$ cat config.mk
export PLATFORM = sky130hd
export DESIGN_NAME = tga_rle_pixel_decoder
export DESIGN_NICKNAME = d
export VERILOG_FILES = /design/src/design/trle_pkg.sv /design/src/design/trle_front.sv /design/src/design/trle_queue.sv /design/src/design/trle_back.sv /design/src/design/tga_rle_pixel_decoder.sv
export SDC_FILE = /design/constraint.sdc
export NUM_CORES = 1
export LEC_CHECK = 0
export BUFFER_PORTS_ARGS = -buffer_cell sky130_fd_sc_hd__buf_2
export CAP_MARGIN = 20
export CORE_MARGIN = 3
export CORE_UTILIZATION = 55
export DETAILED_ROUTE_END_ITERATION = 10
export PLACE_DENSITY = 0.76
export SYNTH_ARGS = -nofsm -noshare
export SYNTH_HDL_FRONTEND = slang
export SYNTH_SLANG_ARGS = --single-unit
$ cat constraint.sdc
create_clock -name clk -period 12 [get_ports clk]
set_input_delay 3 -clock clk [delete_from_list [all_inputs] [get_ports clk]]
set_output_delay 3 -clock clk [all_outputs]
set_load 0.02 [all_outputs]
$ cat src/design/trle_pkg.sv
// Package for the TGA run-length pixel decoder: beat types, job type,
// register indexes and packet constants. No dependencies.
`default_nettype none

package trle_pkg;

  localparam int unsigned QueueDepthDefault = 2;

  localparam int unsigned CfgIndexWidth = 2;
  localparam logic [CfgIndexWidth-1:0] CfgBytesPerPixel = 2'd0;
  localparam logic [CfgIndexWidth-1:0] CfgImagePixels   = 2'd1;

  localparam logic [2:0]  BppReset  = 3'd3;
  localparam logic [7:0]  HdrRunBit = 8'd128;
  localparam logic [7:0]  RunBias   = 8'd127;
  localparam logic [24:0] EmitMax   = 25'h1FFFFFF;

  typedef struct packed {
    logic [7:0] byte_in;
    logic       frame_start;
  } in_beat_t;

  typedef struct packed {
    logic [31:0] pixel_first;
    logic [31:0] pixel_second;
    logic [1:0]  pair_count;
    logic        run_last;
    logic        image_done;
  } out_beat_t;

  // One completed pixel and how many times it is to be emitted.
  typedef struct packed {
    logic [31:0] pixel;
    logic [7:0]  count;
    logic [24:0] base;
  } job_t;

endpackage

`default_nettype wire

$ cat src/design/trle_front.sv
// Front end: parses packet headers, assembles pixel bytes and issues jobs.
// Depends on trle_pkg.
`default_nettype none

module trle_front (
  input  logic             clk,
  input  logic             rst,
  input  logic             accept,
  input  trle_pkg::in_beat_t in_data,
  input  logic [2:0]       bytes_per_pixel,
  input  logic [24:0]      image_pixels,
  output logic             push,
  output trle_pkg::job_t   job
);
  import trle_pkg::*;

  logic        expect_header, expect_header_next;
  logic        packet_is_run, packet_is_run_next;
  logic [7:0]  pixels_left, pixels_left_next;
  logic [1:0]  byte_position, byte_position_next;
  logic [31:0] pixel_assembly, pixel_assembly_next;
  logic [24:0] pixels_emitted, pixels_emitted_next;

  logic        cur_expect, cur_run, fs;
  logic [7:0]  cur_left, b, hdr_left, left_after;
  logic [1:0]  cur_pos;
  logic [31:0] cur_asm, asm_new;
  logic [24:0] cur_emit;
  logic [25:0] emit_sum;
  logic [2:0]  eff_bpp;

  assign fs = in_data.frame_start;
  assign b  = in_data.byte_in;

  always_comb begin
    eff_bpp = (bytes_per_pixel == 3'd0) ? 3'd1 :
              (bytes_per_pixel > 3'd4)  ? 3'd4 : bytes_per_pixel;
  end

  always_comb begin
    // Frame start clears state before the byte is used.
    cur_expect = fs | expect_header;
    cur_run    = !fs & packet_is_run;
    cur_left   = fs ? 8'd0 : pixels_left;
    cur_pos    = fs ? 2'd0 : byte_position;
    cur_asm    = fs ? 32'd0 : pixel_assembly;
    cur_emit   = fs ? 25'd0 : pixels_emitted;

    hdr_left   = b[7] ? (b - RunBias) : (b + 8'd1);
    asm_new    = cur_asm | ({24'd0, b} << {cur_pos, 3'b000});

    expect_header_next  = cur_expect;
    packet_is_run_next  = cur_run;
    pixels_left_next    = cur_left;
    byte_position_next  = cur_pos;
    pixel_assembly_next = cur_asm;
    pixels_emitted_next = cur_emit;

    push       = 1'b0;
    job.pixel  = asm_new;
    job.count  = cur_run ? cur_left : 8'd1;
    job.base   = cur_emit;
    emit_sum   = {1'b0, cur_emit} + {18'd0, job.count};
    left_after = cur_run ? 8'd0 : ((cur_left != 8'd0) ? cur_left - 8'd1 : 8'd0);

    if (cur_expect) begin
      if (cur_emit < image_pixels) begin
        packet_is_run_next  = (b >= HdrRunBit);
        pixels_left_next    = hdr_left;
        expect_header_next  = 1'b0;
        byte_position_next  = 2'd0;
        pixel_assembly_next = 32'd0;
      end
    end else if (({1'b0, cur_pos} + 3'd1) < eff_bpp) begin
      byte_position_next  = cur_pos + 2'd1;
      pixel_assembly_next = asm_new;
    end else begin
      byte_position_next  = 2'd0;
      pixel_assembly_next = 32'd0;
      pixels_left_next    = left_after;
      expect_header_next  = (left_after == 8'd0);
      if (job.count != 8'd0) begin
        push = accept;
        pixels_emitted_next = emit_sum[25] ? EmitMax : emit_sum[24:0];
      end
    end
  end

  always_ff @(posedge clk) begin
    if (rst) begin
      expect_header  <= 1'b1;
      packet_is_run  <= 1'b0;
      pixels_left    <= 8'd0;
      byte_position  <= 2'd0;
      pixel_assembly <= 32'd0;
      pixels_emitted <= 25'd0;
    end else if (accept) begin
      expect_header  <= expect_header_next;
      packet_is_run  <= packet_is_run_next;
      pixels_left    <= pixels_left_next;
      byte_position  <= byte_position_next;
      pixel_assembly <= pixel_assembly_next;
      pixels_emitted <= pixels_emitted_next;
    end
  end

endmodule

`default_nettype wire

$ cat src/design/trle_queue.sv
// Small job queue between the front end and the back end.
// Depends on trle_pkg.
`default_nettype none

module trle_queue #(
  parameter int unsigned Depth = trle_pkg::QueueDepthDefault
) (
  input  logic           clk,
  input  logic           rst,
  input  logic           push,
  input  trle_pkg::job_t push_data,
  input  logic           pop,
  output trle_pkg::job_t pop_data,
  output logic           full,
  output logic           nonempty
);
  import trle_pkg::*;

  localparam int unsigned PtrW = (Depth > 1) ? $clog2(Depth) : 1;
  localparam int unsigned CntW = $clog2(Depth + 1);
  localparam logic [PtrW-1:0] LastPtr = PtrW'(Depth - 1);

  job_t            slots [Depth];
  logic [PtrW-1:0] wr_ptr, rd_ptr;
  logic [CntW-1:0] count;

  assign full     = (count == CntW'(Depth));
  assign nonempty = (count != '0);
  assign pop_data = slots[rd_ptr];

  always_ff @(posedge clk) begin
    if (push) begin
      slots[wr_ptr] <= push_data;
    end
  end

  always_ff @(posedge clk) begin
    if (rst) begin
      wr_ptr <= '0;
      rd_ptr <= '0;
      count  <= '0;
    end else begin
      if (push) begin
        wr_ptr <= (wr_ptr == LastPtr) ? '0 : wr_ptr + PtrW'(1);
      end
      if (pop) begin
        rd_ptr <= (rd_ptr == LastPtr) ? '0 : rd_ptr + PtrW'(1);
      end
      if (push && !pop) begin
        count <= count + CntW'(1);
      end else if (pop && !push) begin
        count <= count - CntW'(1);
      end
    end
  end

  a_no_overflow: assert property (@(posedge clk) disable iff (rst)
    !(push && full && !pop)) else $error("job queue overflow");

  a_no_underflow: assert property (@(posedge clk) disable iff (rst)
    !(pop && !nonempty)) else $error("job queue underflow");

endmodule

`default_nettype wire

$ cat src/design/trle_back.sv
// Back end: expands each job into one- or two-pixel result beats and
// tracks the emitted pixel count. Depends on trle_pkg.
`default_nettype none

module trle_back (
  input  logic               clk,
  input  logic               rst,
  input  logic               job_avail,
  input  trle_pkg::job_t     job,
  output logic               pop,
  input  logic [24:0]        image_pixels,
  output logic               out_valid,
  input  logic               out_ready,
  output trle_pkg::out_beat_t out_data
);
  import trle_pkg::*;

  logic        active;
  logic [7:0]  left;
  logic [31:0] pix;
  logic [24:0] emitted;

  logic        emit;
  logic [1:0]  cnt;
  logic [7:0]  left_next;
  logic [25:0] emit_sum;
  logic [24:0] emitted_next;

  assign pop  = !active && job_avail;
  assign emit = active && (!out_valid || out_ready);

  always_comb begin
    cnt          = (left >= 8'd2) ? 2'd2 : 2'd1;
    left_next    = left - {6'd0, cnt};
    emit_sum     = {1'b0, emitted} + {24'd0, cnt};
    emitted_next = emit_sum[25] ? EmitMax : emit_sum[24:0];
  end

  always_ff @(posedge clk) begin
    if (rst) begin
      active    <= 1'b0;
      out_valid <= 1'b0;
    end else begin
      if (pop) begin
        active <= 1'b1;
      end else if (emit && left_next == 8'd0) begin
        active <= 1'b0;
      end
      if (emit) begin
        out_valid <= 1'b1;
      end else if (out_ready) begin
        out_valid <= 1'b0;
      end
    end
  end

  always_ff @(posedge clk) begin
    if (pop) begin
      left    <= job.count;
      pix     <= job.pixel;
      emitted <= job.base;
    end else if (emit) begin
      left    <= left_next;
      emitted <= emitted_next;
    end
    if (emit) begin
      out_data.pixel_first  <= pix;
      out_data.pixel_second <= (cnt == 2'd2) ? pix : 32'd0;
      out_data.pair_count   <= cnt;
      out_data.run_last     <= (left_next == 8'd0);
      out_data.image_done   <= (emitted_next >= image_pixels);
    end
  end

  a_active_has_work: assert property (@(posedge clk) disable iff (rst)
    active |-> (left != 8'd0)) else $error("active job with no pixels left");

  a_last_ends_job: assert property (@(posedge clk) disable iff (rst)
    (emit && left_next == 8'd0) |=> !active) else $error("job did not end on last beat");

endmodule

`default_nettype wire

$ cat src/design/tga_rle_pixel_decoder.sv
// Top level of the TGA run-length pixel decoder: configuration registers,
// front end, job queue and back end. Depends on trle_pkg and trle_* modules.
//
//   channel  direction  handshake              payload
//   in       input      in_valid / in_ready    in_data (byte_in, frame_start)
//   out      output     out_valid / out_ready  out_data (pixels, count, flags)
//   cfg      input      cfg_valid / cfg_ready  cfg_index, cfg_data
//
// A completed pixel becomes a job; the back end loads the job and then emits an
// N-pixel run as two-pixel beats, with a one-pixel beat last when N is odd (a
// raw pixel gives a single one-pixel beat). Input stalls when the job queue
// (QueueDepth entries) is full. Synchronous reset clears all control state;
// cfg_ready is always high.
`default_nettype none

module tga_rle_pixel_decoder #(
  parameter int unsigned QueueDepth = trle_pkg::QueueDepthDefault
) (
  input  logic                                 clk,
  input  logic                                 rst,
  input  logic                                 in_valid,
  output logic                                 in_ready,
  input  trle_pkg::in_beat_t                   in_data,
  output logic                                 out_valid,
  input  logic                                 out_ready,
  output trle_pkg::out_beat_t                  out_data,
  input  logic                                 cfg_valid,
  output logic                                 cfg_ready,
  input  logic [trle_pkg::CfgIndexWidth-1:0]   cfg_index,
  input  logic [24:0]                          cfg_data
);
  import trle_pkg::*;

  logic [2:0]  bytes_per_pixel;
  logic [24:0] image_pixels;

  logic q_full, q_nonempty, push, pop;
  job_t push_job, pop_job;

  assign cfg_ready = 1'b1;
  assign in_ready  = !q_full;

  always_ff @(posedge clk) begin
    if (rst) begin
      bytes_per_pixel <= BppReset;
      image_pixels    <= 25'd0;
    end else if (cfg_valid) begin
      unique case (cfg_index)
        CfgBytesPerPixel: bytes_per_pixel <= cfg_data[2:0];
        CfgImagePixels:   image_pixels    <= cfg_data;
        default: ;
      endcase
    end
  end

  trle_front u_front (
    .clk             (clk),
    .rst             (rst),
    .accept          (in_valid && in_ready),
    .in_data         (in_data),
    .bytes_per_pixel (bytes_per_pixel),
    .image_pixels    (image_pixels),
    .push            (push),
    .job             (push_job)
  );

  trle_queue #(.Depth(QueueDepth)) u_queue (
    .clk       (clk),
    .rst       (rst),
    .push      (push),
    .push_data (push_job),
    .pop       (pop),
    .pop_data  (pop_job),
    .full      (q_full),
    .nonempty  (q_nonempty)
  );

  trle_back u_back (
    .clk          (clk),
    .rst          (rst),
    .job_avail    (q_nonempty),
    .job          (pop_job),
    .pop          (pop),
    .image_pixels (image_pixels),
    .out_valid    (out_valid),
    .out_ready    (out_ready),
    .out_data     (out_data)
  );

endmodule

`default_nettype wire
==> impl_metrics.csv, run 1 <==
group,metric,value,unit
run_status,status,"completed",
timing,setup_ws,5540,ps
worst_setup_path,startpoint,"in_data[0]",
final_layout,stdcell_count,1967,
worst_setup_path,cp-start-kind,"primary input",
final_layout,antenna_cells,0,
timing,maxSlewViolCount,0,
grt,antenna_found_initial,0,
yosys,synth_seq_area_share,59.3,%
yosys,synth_cell_type_count,77,
floorplan,boundaryPins,112,
grt,grt_first_pass_wirelength,59.3,mm
timing,fin_skew,26.3,ps
floorplan,rows,63,
clocking,htreeDepth,2,
drt,num_vias,11631,
worst_setup_path,crit_type,"in -> reg",
timing,worstMarginPinSlew,929,ps
place,place_ws,5010,ps
final_layout,final_cell_mix,"edfxtp_1 (263), nand2_1 (135), a21oi_1 (111)",
worst_hold_path,hold_class,"reg -> reg",
grt,grt_util_all_layers,22.3,%
clocking,root_buffer,"clkbuf_16",
timing,max_clock_freq,155,MHz
drt,drtPass1Iterations,5,
worst_hold_path,min_from,"u_back.pix[2]",
grt,grt_pass1_vias,10990,
worst_setup_path,ff2ff_path_depth,18,
timing,fin_crit,6460,ps
place,dpl.hpwl,25.3,mm
clocking,cts_resized,0,
timing,hold_viol_final,0,
clocking,cts_setup_buffers,0,
power_and_ir_drop,p_per_area,203,nW/µm²
clocking,clock_latency,540,ps
clocking,clock_sinks,367,
power_and_ir_drop,peakVddDrop,0.117,mV
floorplan,die_w,181,µm
flow_run,cap_viol_max_count,0,
timing,relSlewSlack,37.9,%
yosys,synth_flop_cell,"edfxtp_1",
timing,tns,0,ps
place,dpl.cell_count,1895,
power_and_ir_drop,p_leak,6.91,nW
yosys,synth_nets,1565,
worst_setup_path,ff2ff_setup_slack,6620,ps
place,io_buffers,110,
worst_setup_path,timing.rr.start,"u_back.left[5]",
drt,ant_nets,0,
floorplan,die_h,181,µm
worst_hold_path,holdPathEnd,"u_back.out_data[38]",
floorplan,die-area,32700,µm²
yosys,ys_warn_count,0,
grt,grt_max_degree,72,
timing,setup_viol,0,
floorplan,core_area,29900,µm²
worst_setup_path,cp_data_arrival_time,6840,ps
drt,drtIter0Drc,1141,
clocking,clkTransAtPathRegs,60,ps
yosys,synth_edf_count,263,
place,gp_congestion,0.930,
timing,hold_ws,440,ps
worst_hold_path,hold_path_depth,0,
floorplan,start_util,56.4,%
clocking,cts_hold_buf,0,
worst_setup_path,end_kind,"flop",
final_layout,final_core_util,64.0,%
drt,avgViaCountPerCell,5.91,
drt,drc,0,
final_layout,area_delta_synth_final,13.5,%
worst_setup_path,worstReg2RegEnd,"u_back.out_data[0]",
worst_setup_path,cp_max_fo,71,
yosys,ys_ff_latch,367,
worst_setup_path,cp_data_required_time,12380,ps
clocking,clock_path_buffers,3,
final_layout,layout_commonest_cell,"edfxtp_1",
yosys,syn_inst,1452,
drt,wl_per_cell,18.8,µm
yosys,syn_area_per_cell,11.6,µm²
yosys,syn_area,16800,µm²
clocking,cts_tree,"built",
drt,routed_wl,37.1,mm
timing,rsz0062_at_grt,"false",
final_layout,layout.nets,1660,
timing,fin_crit_sh,53.8,%
clocking,cts_buffers,39,
yosys,postSynth.asyncResetShare,0,%
grt,grt-ovfl-total,0,
final_layout,nFillCells,2282,
final_layout,drive_above_1_share,15.5,%
## per-layer routing
metal | routed length (µm) | vias up | track usage [%]
li1 | - | 5546 | -
met1 | 16300 | 5499 | 32.7
met2 | 16800 | 514 | 34.5
met3 | 3030 | 72 | 4.09
met4 | 941 | 0 | 6.64
met5 | 0 | - | 0
## through the flow
step | power (mW) | cell area [µm²]
6_report | 3.88 | 19100
5_1_grt | 4.08 | 19100
4_1_cts | 3.90 | 19100
3_5_place_dp | 2.68 | 17700
3_3_place_gp | 2.64 | 17700
2_1_floorplan | 2.41 | 16800
## where the power goes
part	switching, mW	leakage (nW)	total (mW)	internal [mW]
registers	0.112	3.25	1.74	1.63
clock network	0.481	0.628	1.22	0.739
logic	0.575	3.03	0.922	0.348
total	1.17	6.91	3.88	2.71
## cells by family after synthesis
group	share of synthesized area, %
and+or+nand+nor	13.7
DFF	59.3
AOI/OAI and AO/OA	13.2
buffers and inverters	2.92
adders and majority gates	5.48
muxes	3.06
xor gates and xnor gates	2.39
other	0.0223
## cells in the mapped netlist, types with 4 or more instances
master       n  area share [%]
clkbuf_1    58             1.3
nor2_1      99             2.2
mux2i_1     11            0.65
nor4_1       7            0.26
nand2_1    135             3.0
a21oi_1    112             3.3
a211oi_1    30             1.3
ha_1        69             5.1
a221o_1      5            0.30
o41ai_1      5            0.26
a311oi_1     5            0.26
a21o_1      11            0.49
a2111oi_0   10            0.52
inv_1       54             1.2
nand2b_1    10            0.37
o21ai_1      9            0.27
nor2b_1     63             2.3
o21a_1       9            0.40
a22o_1      31             1.6
nand3_1     27            0.80
and2_1      43             1.6
a31oi_1     34             1.3
or3_1        4            0.15
buf_1        8            0.18
mux2_2      35             2.3
o21ai_0     34             1.0
nor3_1      16            0.48
edfxtp_1   263              47
nand4_1     13            0.48
o31ai_1     10            0.45
xor2_1      19            0.99
dfxtp_1    104              12
buf_2        6            0.18
and3_1      13            0.48
xnor2_1     27             1.4
## critical path, stage by stage
cell and delay, ps:
buf_2 300, buf_4 630, nor2b_1 250, ha_1 350, nand4_1 140, nor2_1 70, o41ai_1 340, a31oi_1 300
nor2_1 720, a311oi_1 200, a2111oi_0 500
## registers in the layout, summed over array words and instances (netlist names), 2 cells and up, named ones only
| name | count |
|---|---|
| u_queue.slots | 130 |
| u_back.out_data | 68 |
| u_back.pix | 32 |
| u_front.pixel_assembly | 32 |
| image_pixels | 25 |
| u_back.emitted | 25 |
| u_front.pixels_emitted | 25 |
| u_back.left | 8 |
| u_front.pixels_left | 8 |
| bytes_per_pixel | 3 |
| u_front.byte_position | 2 |
| u_queue.count | 2 |
## worst max-delay path by stage
stage / to / cells after the start / slack [ps]
floorplan: u_queue.slots[0][0] / 12 / 2430
global placement: u_queue.slots[1][20] / 8 / 5110
detailed placement: u_queue.slots[1][20] / 8 / 5010
CTS: u_queue.slots[1][19] / 8 / 5550
global route: u_front.pixels_left[4] / 11 / 5260
finish: u_front.pixels_left[6] / 11 / 5540
## layout make-up
type                            count  area, µm²  area share (%)
Sequential cell                   367       9980            52.3
Multi-Input combinational cell    957       6400            33.5
Clock buffer                       53       1070            5.59
Timing Repair Buffer              127        698            3.65
Tap cell                          390        488            2.55
Clock inverter                     18        262            1.37
Inverter                           55        206            1.08
(Power assumes the default switching activity.)
==> run 2: changes to the inputs <==
CORE_UTILIZATION = 61   (was 55)
PLACE_DENSITY = 0.8   (was 0.76)
clock period = 6.8 ns   (was 12 ns; I/O delays follow)
==> run 2 against run 1 <==
- cell count shrank 2.7%
- core utilization grew 5.9 points
- routed wire length grew 1.3%
- critical path depth grew 8
- flip-flop and latch count is the same
- first-iteration DRC count grew 0.88%
- non-clock buffer count is the same
- clock-buffer cell count shrank 8
- critical path type is now reg -> reg
- largest cell class unchanged
==> impl_metrics.csv, run 2 (same netlist as run 1, synthesis figures left out) <==
group,metric,value,unit
place,postPlaceCellArea,17700,µm²
timing,fin_skew,14.9,ps
worst_setup_path,timing.rr.start,"u_back.left[5]",
power_and_ir_drop,p_leak,6.85,nW
final_layout,drive_above_1_share,15.2,%
place,gp_congestion,0.964,
timing,relSlewSlack,31.0,%
flow_run,cap_viol_max_count,0,
floorplan,core_area,27000,µm²
clocking,root_buffer,"clkbuf_16",
final_layout,final_cell_mix,"edfxtp_1 (263), nand2_1 (135), a21oi_1 (111)",
final_layout,largest_register_ffs,130,
power_and_ir_drop,peakVddDrop,0.228,mV
grt,grt-ovfl-total,0,
floorplan,start_util,62.3,%
worst_setup_path,cp_data_required_time,7080,ps
clocking,htreeDepth,2,
worst_setup_path,end_kind,"flop",
grt,grt_first_pass_wirelength,58.5,mm
power_and_ir_drop,p_comb_share,24.9,%
final_layout,antenna_cells,0,
clocking,clock_path_buffers,3,
timing,max_clock_freq,189,MHz
final_layout,regMostFlops,"u_queue.slots",
worst_setup_path,crit_family,"simple AND/OR/NAND/NOR gates",
drt,drc,0,
clocking,cts_tree,"built",
place,dpl.cell_count,1846,
final_layout,stdcell_count,1914,
place,dpl.hpwl,25.8,mm
worst_setup_path,cp-start-kind,"flop",
drt,avgViaCountPerCell,6.15,
timing,worstMarginPinSlew,1030,ps
grt,antenna_found_initial,0,
worst_setup_path,worstPathBufferInverterCount,2,
drt,drtPass1Iterations,5,
worst_setup_path,ff2ff_setup_slack,1500,ps
drt,routed_wl,37.5,mm
grt,grt_max_degree,70,
floorplan,die_w,172,µm
power_and_ir_drop,p_int,4.58,mW
power_and_ir_drop,power_switching_share,31.2,%
timing,tns,0,ps
drt,ant_nets,0,
final_layout,finalInstanceArea,18900,µm²
grt,grt_pass1_vias,10757,
clocking,cts_hold_buf,0,
worst_hold_path,min_from,"u_back.pix[28]",
worst_setup_path,crit_path_max_incr_delay,590,ps
drt,wl_per_cell,19.6,µm
floorplan,die-area,29600,µm²
clocking,cts_setup_buffers,0,
timing,rsz0062_at_grt,"false",
power_and_ir_drop,p_per_area,353,nW/µm²
worst_setup_path,cp_data_arrival_time,5570,ps
power_and_ir_drop,power.switching,2.08,mW
timing,fin_crit,5300,ps
floorplan,rows,60,
drt,drtIter0Drc,1151,
final_layout,layout_commonest_cell,"edfxtp_1",
final_layout,area_delta_synth_final,12.2,%
clocking,clock_latency,530,ps
worst_setup_path,startpoint,"u_back.left[5]",
place,io_buffers,110,
power_and_ir_drop,power_frac_clock,29.0,%
worst_setup_path,critPathSlowestCell,"or4_1",
final_layout,layout.nets,1658,
timing,setup_viol,0,
timing,hold_viol_final,0,
clocking,clock_sinks,367,
worst_setup_path,path_cells,"nor2_1, nand2_1, or4_1, inv_1, ha_1, a21oi_1, nor3_2, nand2_1, nor3_2, nand3_1, buf_4, nand2_1, ha_1, and3_1, a31o_2, a2111oi_0, a21oi_1, o21ai_0, a21oi_1",
worst_setup_path,crit_type,"reg -> reg",
timing,fin_crit_sh,77.9,%
power_and_ir_drop,power,6.67,mW
clocking,clkTransAtPathRegs,60,ps
clocking,cts_resized,0,
floorplan,die_h,172,µm
timing,maxSlewViolCount,0,
clocking,cts_buffers,37,
drt,num_vias,11772,
power_and_ir_drop,pwr-share-seq,46.1,%
grt,grt_util_all_layers,25.0,%
worst_setup_path,cp_max_fo,34,
final_layout,biggestRegsByFlops,"u_queue.slots x130, u_back.out_data x68",
floorplan,boundaryPins,112,
worst_hold_path,hold_class,"reg -> reg",
run_status,status,"completed",
-- run 2: metal layers --
metal / GRT usage [%] / part of all wire, % / routed length (µm) / vias to the layer above
li1: - / - / - / 5546
met2: 38.8 / 46 / 17200 / 519
met4: 5.41 / 1.6 / 619 / 0
met3: 3.20 / 8.1 / 3030 / 59
met1: 38.4 / 44 / 16700 / 5648
met5: 0 / 0 / 0 / -
-- run 2: metrics by stage --
| step | hold WS, ps | util, % | setup slack (ps) |
|---|---|---|---|
| 3_3_place_gp | 420 | 65.5 | 1250 |
| 6_report | 438 | 69.9 | 1500 |
| 5_1_grt | 449 | 69.9 | 1020 |
| 2_1_floorplan | 417 | - | 59.8 |
| 3_5_place_dp | 423 | 65.5 | 1060 |
| 4_1_cts | 439 | 69.8 | 1030 |
-- run 2: power by group through the flow --
| stage | Clock (mW) | Combinational (mW) | Sequential [mW] |
|---|---|---|---|
| floorplan | 0 | 1.06 | 3.19 |
| global placement | 0 | 1.60 | 3.10 |
| detailed placement | 0 | 1.63 | 3.12 |
| CTS | 1.96 | 1.65 | 3.07 |
| global route | 2.05 | 1.82 | 3.11 |
| finish | 1.93 | 1.66 | 3.07 |
-- run 2: layout make-up --
type                            instances  area, µm²
Clock inverter                         22        189
Fill cell                            1873       8140
Tap cell                              341        427
Sequential cell                       367       9980
Inverter                               55        206
Clock buffer                           45        966
Multi-Input combinational cell        957       6400
Timing Repair Buffer                  127        711
-- run 2: final timing paths --
| check | to | depth (start not counted) |
|---|---|---|
| max | u_back.out_data[0] | 19 |
| min | u_back.out_data[64] | 0 |
| max reg2reg | u_back.out_data[0] | 19 |
| min reg2reg | u_back.out_data[64] | 0 |
-- run 2: worst reg2reg max path, stage by stage, from the launching register on --
cell and delay [ps]:
edfxtp_1 430, nor2_1 180, nand2_1 90, or4_1 590, inv_1 230, ha_1 220, a21oi_1 120, nor3_2 350
nand2_1 210, nor3_2 360, nand3_1 380, buf_4 370, nand2_1 110, ha_1 240, and3_1 160, a31o_2 240
a2111oi_0 400, a21oi_1 120, o21ai_0 160, a21oi_1 90
==> run 3: changes to the inputs <==
ABC_AREA = 1   (was unset)
CORE_UTILIZATION = 55   (was 61)
PLACE_DENSITY = 0.76   (was 0.8)
clock period = 4.2 ns   (was 6.8 ns; I/O delays follow)
==> run 3 against run 2 <==
- area after synthesis grew 7.9%
- highest routed layer is now met5
- via count grew 25%
- sequential share of layout area shrank 4.5 points
- cell count grew 36%
- synthesized cell count grew 39%
- worst hold slack gained 12 ps
==> impl_metrics.csv, run 3 <==
group,metric,value,unit
final_layout,antenna_cells,0,
clocking,clkTransAtPathRegs,60,ps
place,postPlaceCellArea,19300,µm²
clocking,clock_path_buffers,3,
power_and_ir_drop,power_switching_share,35.9,%
drt,dr_wl_met3,4.43,mm
worst_setup_path,crit_path_max_incr_delay,450,ps
drt,drc,0,
drt,drtIter0Drc,1609,
timing,setup_ws,369,ps
drt,wl_met1,20.6,mm
clocking,root_buffer,"clkbuf_16",
yosys,yosysTopAreaCellShare,43.5,%
power_and_ir_drop,pwr-share-seq,42.5,%
clocking,cts_hold_buf,0,
grt,antenna_found_initial,1,
worst_setup_path,worstPathBufferInverterCount,2,
clocking,htreeDepth,2,
yosys,syn_area_per_cell,8.98,µm²
place,dpl.hpwl,33.4,mm
yosys,yosysMostFrequentCell,"nand2_1",
flow_run,cap_viol_max_count,0,
place,gp_congestion,0.978,
timing,fin_skew,15.2,ps
clocking,cts_tree,"built",
final_layout,regMostFlops,"u_queue.slots",
yosys,synth_edf_count,263,
worst_setup_path,path_cells,"nor3_1, nand3_2, inv_1, ha_1, fa_1, nand2_1, nor2_1, nand2_1, inv_1, nand4_1, or2_2, nand3_1, ha_1, nand2_1, nor3_1, nor3b_2, a21oi_1, nand3_1",
drt,dr.max_layer_used,"met5",
yosys,synth_flop_cell,"edfxtp_1",
drt,drtPass1Iterations,5,
clocking,cts_resized,0,
grt,grt_util_all_layers,26.2,%
clocking,cts_setup_buffers,0,
final_layout,drive_above_1_share,12.7,%
timing,max_clock_freq,261,MHz
final_layout,layout.nets,2246,
yosys,postSynth.asyncResetShare,0,%
worst_setup_path,crit_type,"reg -> reg",
worst_setup_path,critPathSlowestCell,"edfxtp_1",
yosys,synth_top_cell_by_area,"edfxtp_1",
power_and_ir_drop,p_int,8.24,mW
worst_setup_path,cp_data_arrival_time,4090,ps
grt,grt_max_degree,83,
yosys,syn_inst,2021,
yosys,yosys-top-cells-count,"nand2_1 (457), edfxtp_1 (263), inv_1 (225)",
power_and_ir_drop,power.switching,4.60,mW
floorplan,start_util,56.7,%
drt,avgViaCountPerCell,5.67,
timing,hold_viol_final,0,
worst_setup_path,end_kind,"flop",
timing,rsz0062_at_grt,"false",
timing,fin_crit_sh,91.2,%
floorplan,die_w,188,µm
grt,grt_pass1_vias,14071,
clocking,clock_sinks,367,
floorplan,rows,65,
yosys,ys_ff_latch,367,
drt,routed_wl,47.3,mm
yosys,synth_cell_type_count,45,
worst_setup_path,cp_data_required_time,4460,ps
floorplan,die-area,35200,µm²
clocking,cts_buffers,40,
yosys,ys_warn_count,0,
worst_setup_path,cp_max_fo,4,
worst_hold_path,hold_class,"reg -> reg",
worst_setup_path,crit_top_cell,"nand2_1",
floorplan,die_h,188,µm
drt,num_vias,14753,
drt,wl_per_cell,18.2,µm
power_and_ir_drop,p_leak,8.56,nW
final_layout,area_delta_synth_final,13.6,%
timing,setup_viol,0,
worst_setup_path,crit_family,"simple AND/OR/NAND/NOR gates",
grt,grt_first_pass_wirelength,74.3,mm
power_and_ir_drop,p_comb_share,29.9,%
floorplan,core_area,32000,µm²
final_layout,finalInstanceArea,20600,µm²
final_layout,biggestRegsByFlops,"u_queue.slots x130, u_back.out_data x68",
drt,wl_met2,21.2,mm
place,io_buffers,110,
power_and_ir_drop,power_frac_clock,27.6,%
yosys,syn_area,18200,µm²
timing,relSlewSlack,32.7,%
floorplan,boundaryPins,112,
place,place_ws,255,ps
timing,worstMarginPinSlew,1010,ps
yosys,synth_area_leaders,"edfxtp_1 (43%), dfxtp_1 (11%), nand2_1 (9.4%), a21oi_1 (5.0%), ha_1 (4.8%)",
final_layout,largest_register_ffs,130,
grt,grt-ovfl-total,0,
run_status,status,"completed",
drt,ant_nets,0,
clocking,clock_latency,540,ps
power_and_ir_drop,peakVddDrop,0.304,mV
yosys,synth_seq_area_share,55.0,%
timing,maxSlewViolCount,0,
worst_setup_path,cp-start-kind,"flop",
final_layout,final_cell_mix,"nand2_1 (456), edfxtp_1 (263), inv_1 (223)",
yosys,synth_nets,2134,
final_layout,nFillCells,2589,
power_and_ir_drop,p_per_area,623,nW/µm²
final_layout,layout_commonest_cell,"nand2_1",
timing,fin_crit,3830,ps
-- run 3: layout make-up --
type | instances | area (µm²) | area share (%)
Clock buffer | 49 | 1060 | 5.12
Sequential cell | 367 | 9980 | 48.4
Inverter | 238 | 893 | 4.33
Tap cell | 435 | 544 | 2.64
Clock inverter | 25 | 292 | 1.41
Multi-Input combinational cell | 1339 | 6990 | 33.9
Timing Repair Buffer | 147 | 878 | 4.26
-- run 3: logic make-up after synthesis --
kind of cell	count (synthesis)	synth area share [%]
AND/OR/NAND/NOR	854	20.2
AO/OA/AOI/OAI	379	11.3
flip-flops	367	55.0
buffers and inverters	315	6.79
adder cells (fa/ha/maj)	72	5.09
XOR/XNOR	23	1.11
multiplexers	10	0.551
other	1	0.0207
-- run 3: power groups by stage --
stage | sequential, mW | combinational (mW) | clock (mW)
2_1_floorplan | 5.63 | 2.45 | 0
3_3_place_gp | 5.49 | 3.66 | 0
3_5_place_dp | 5.52 | 3.76 | 0
4_1_cts | 5.45 | 3.81 | 3.59
5_1_grt | 5.55 | 4.28 | 3.76
6_report | 5.46 | 3.84 | 3.55
-- run 3: worst paths after layout --
kind                  start                   to  cells past startpoint  slack, ps
max          u_back.left[3]   u_back.out_data[0]                     18        370
min reg2reg  u_back.pix[25]  u_back.out_data[61]                      0        450
max reg2reg  u_back.left[3]   u_back.out_data[0]                     18        370
min          u_back.pix[25]  u_back.out_data[61]                      0        450
-- run 3: layer usage --
| metal | vias to the layer above | GRT usage [%] |
|---|---|---|
| li1 | 7054 | - |
| met1 | 6946 | 38.1 |
| met2 | 680 | 40.6 |
| met3 | 71 | 4.60 |
| met4 | 2 | 7.56 |
| met5 | - | 0 |
-- run 3: metrics by stage --
stage,total power [mW],util (%),hold slack (ps),TNS [ps],cells
after floorplan,8.08,-,426,-72190,2021
after global placement,9.15,60.1,430,0,2526
after detailed placement,9.28,60.1,436,0,2526
after CTS,12.8,64.3,449,0,2600
after global routing,13.6,64.4,464,0,2600
final,12.8,64.4,450,0,2600
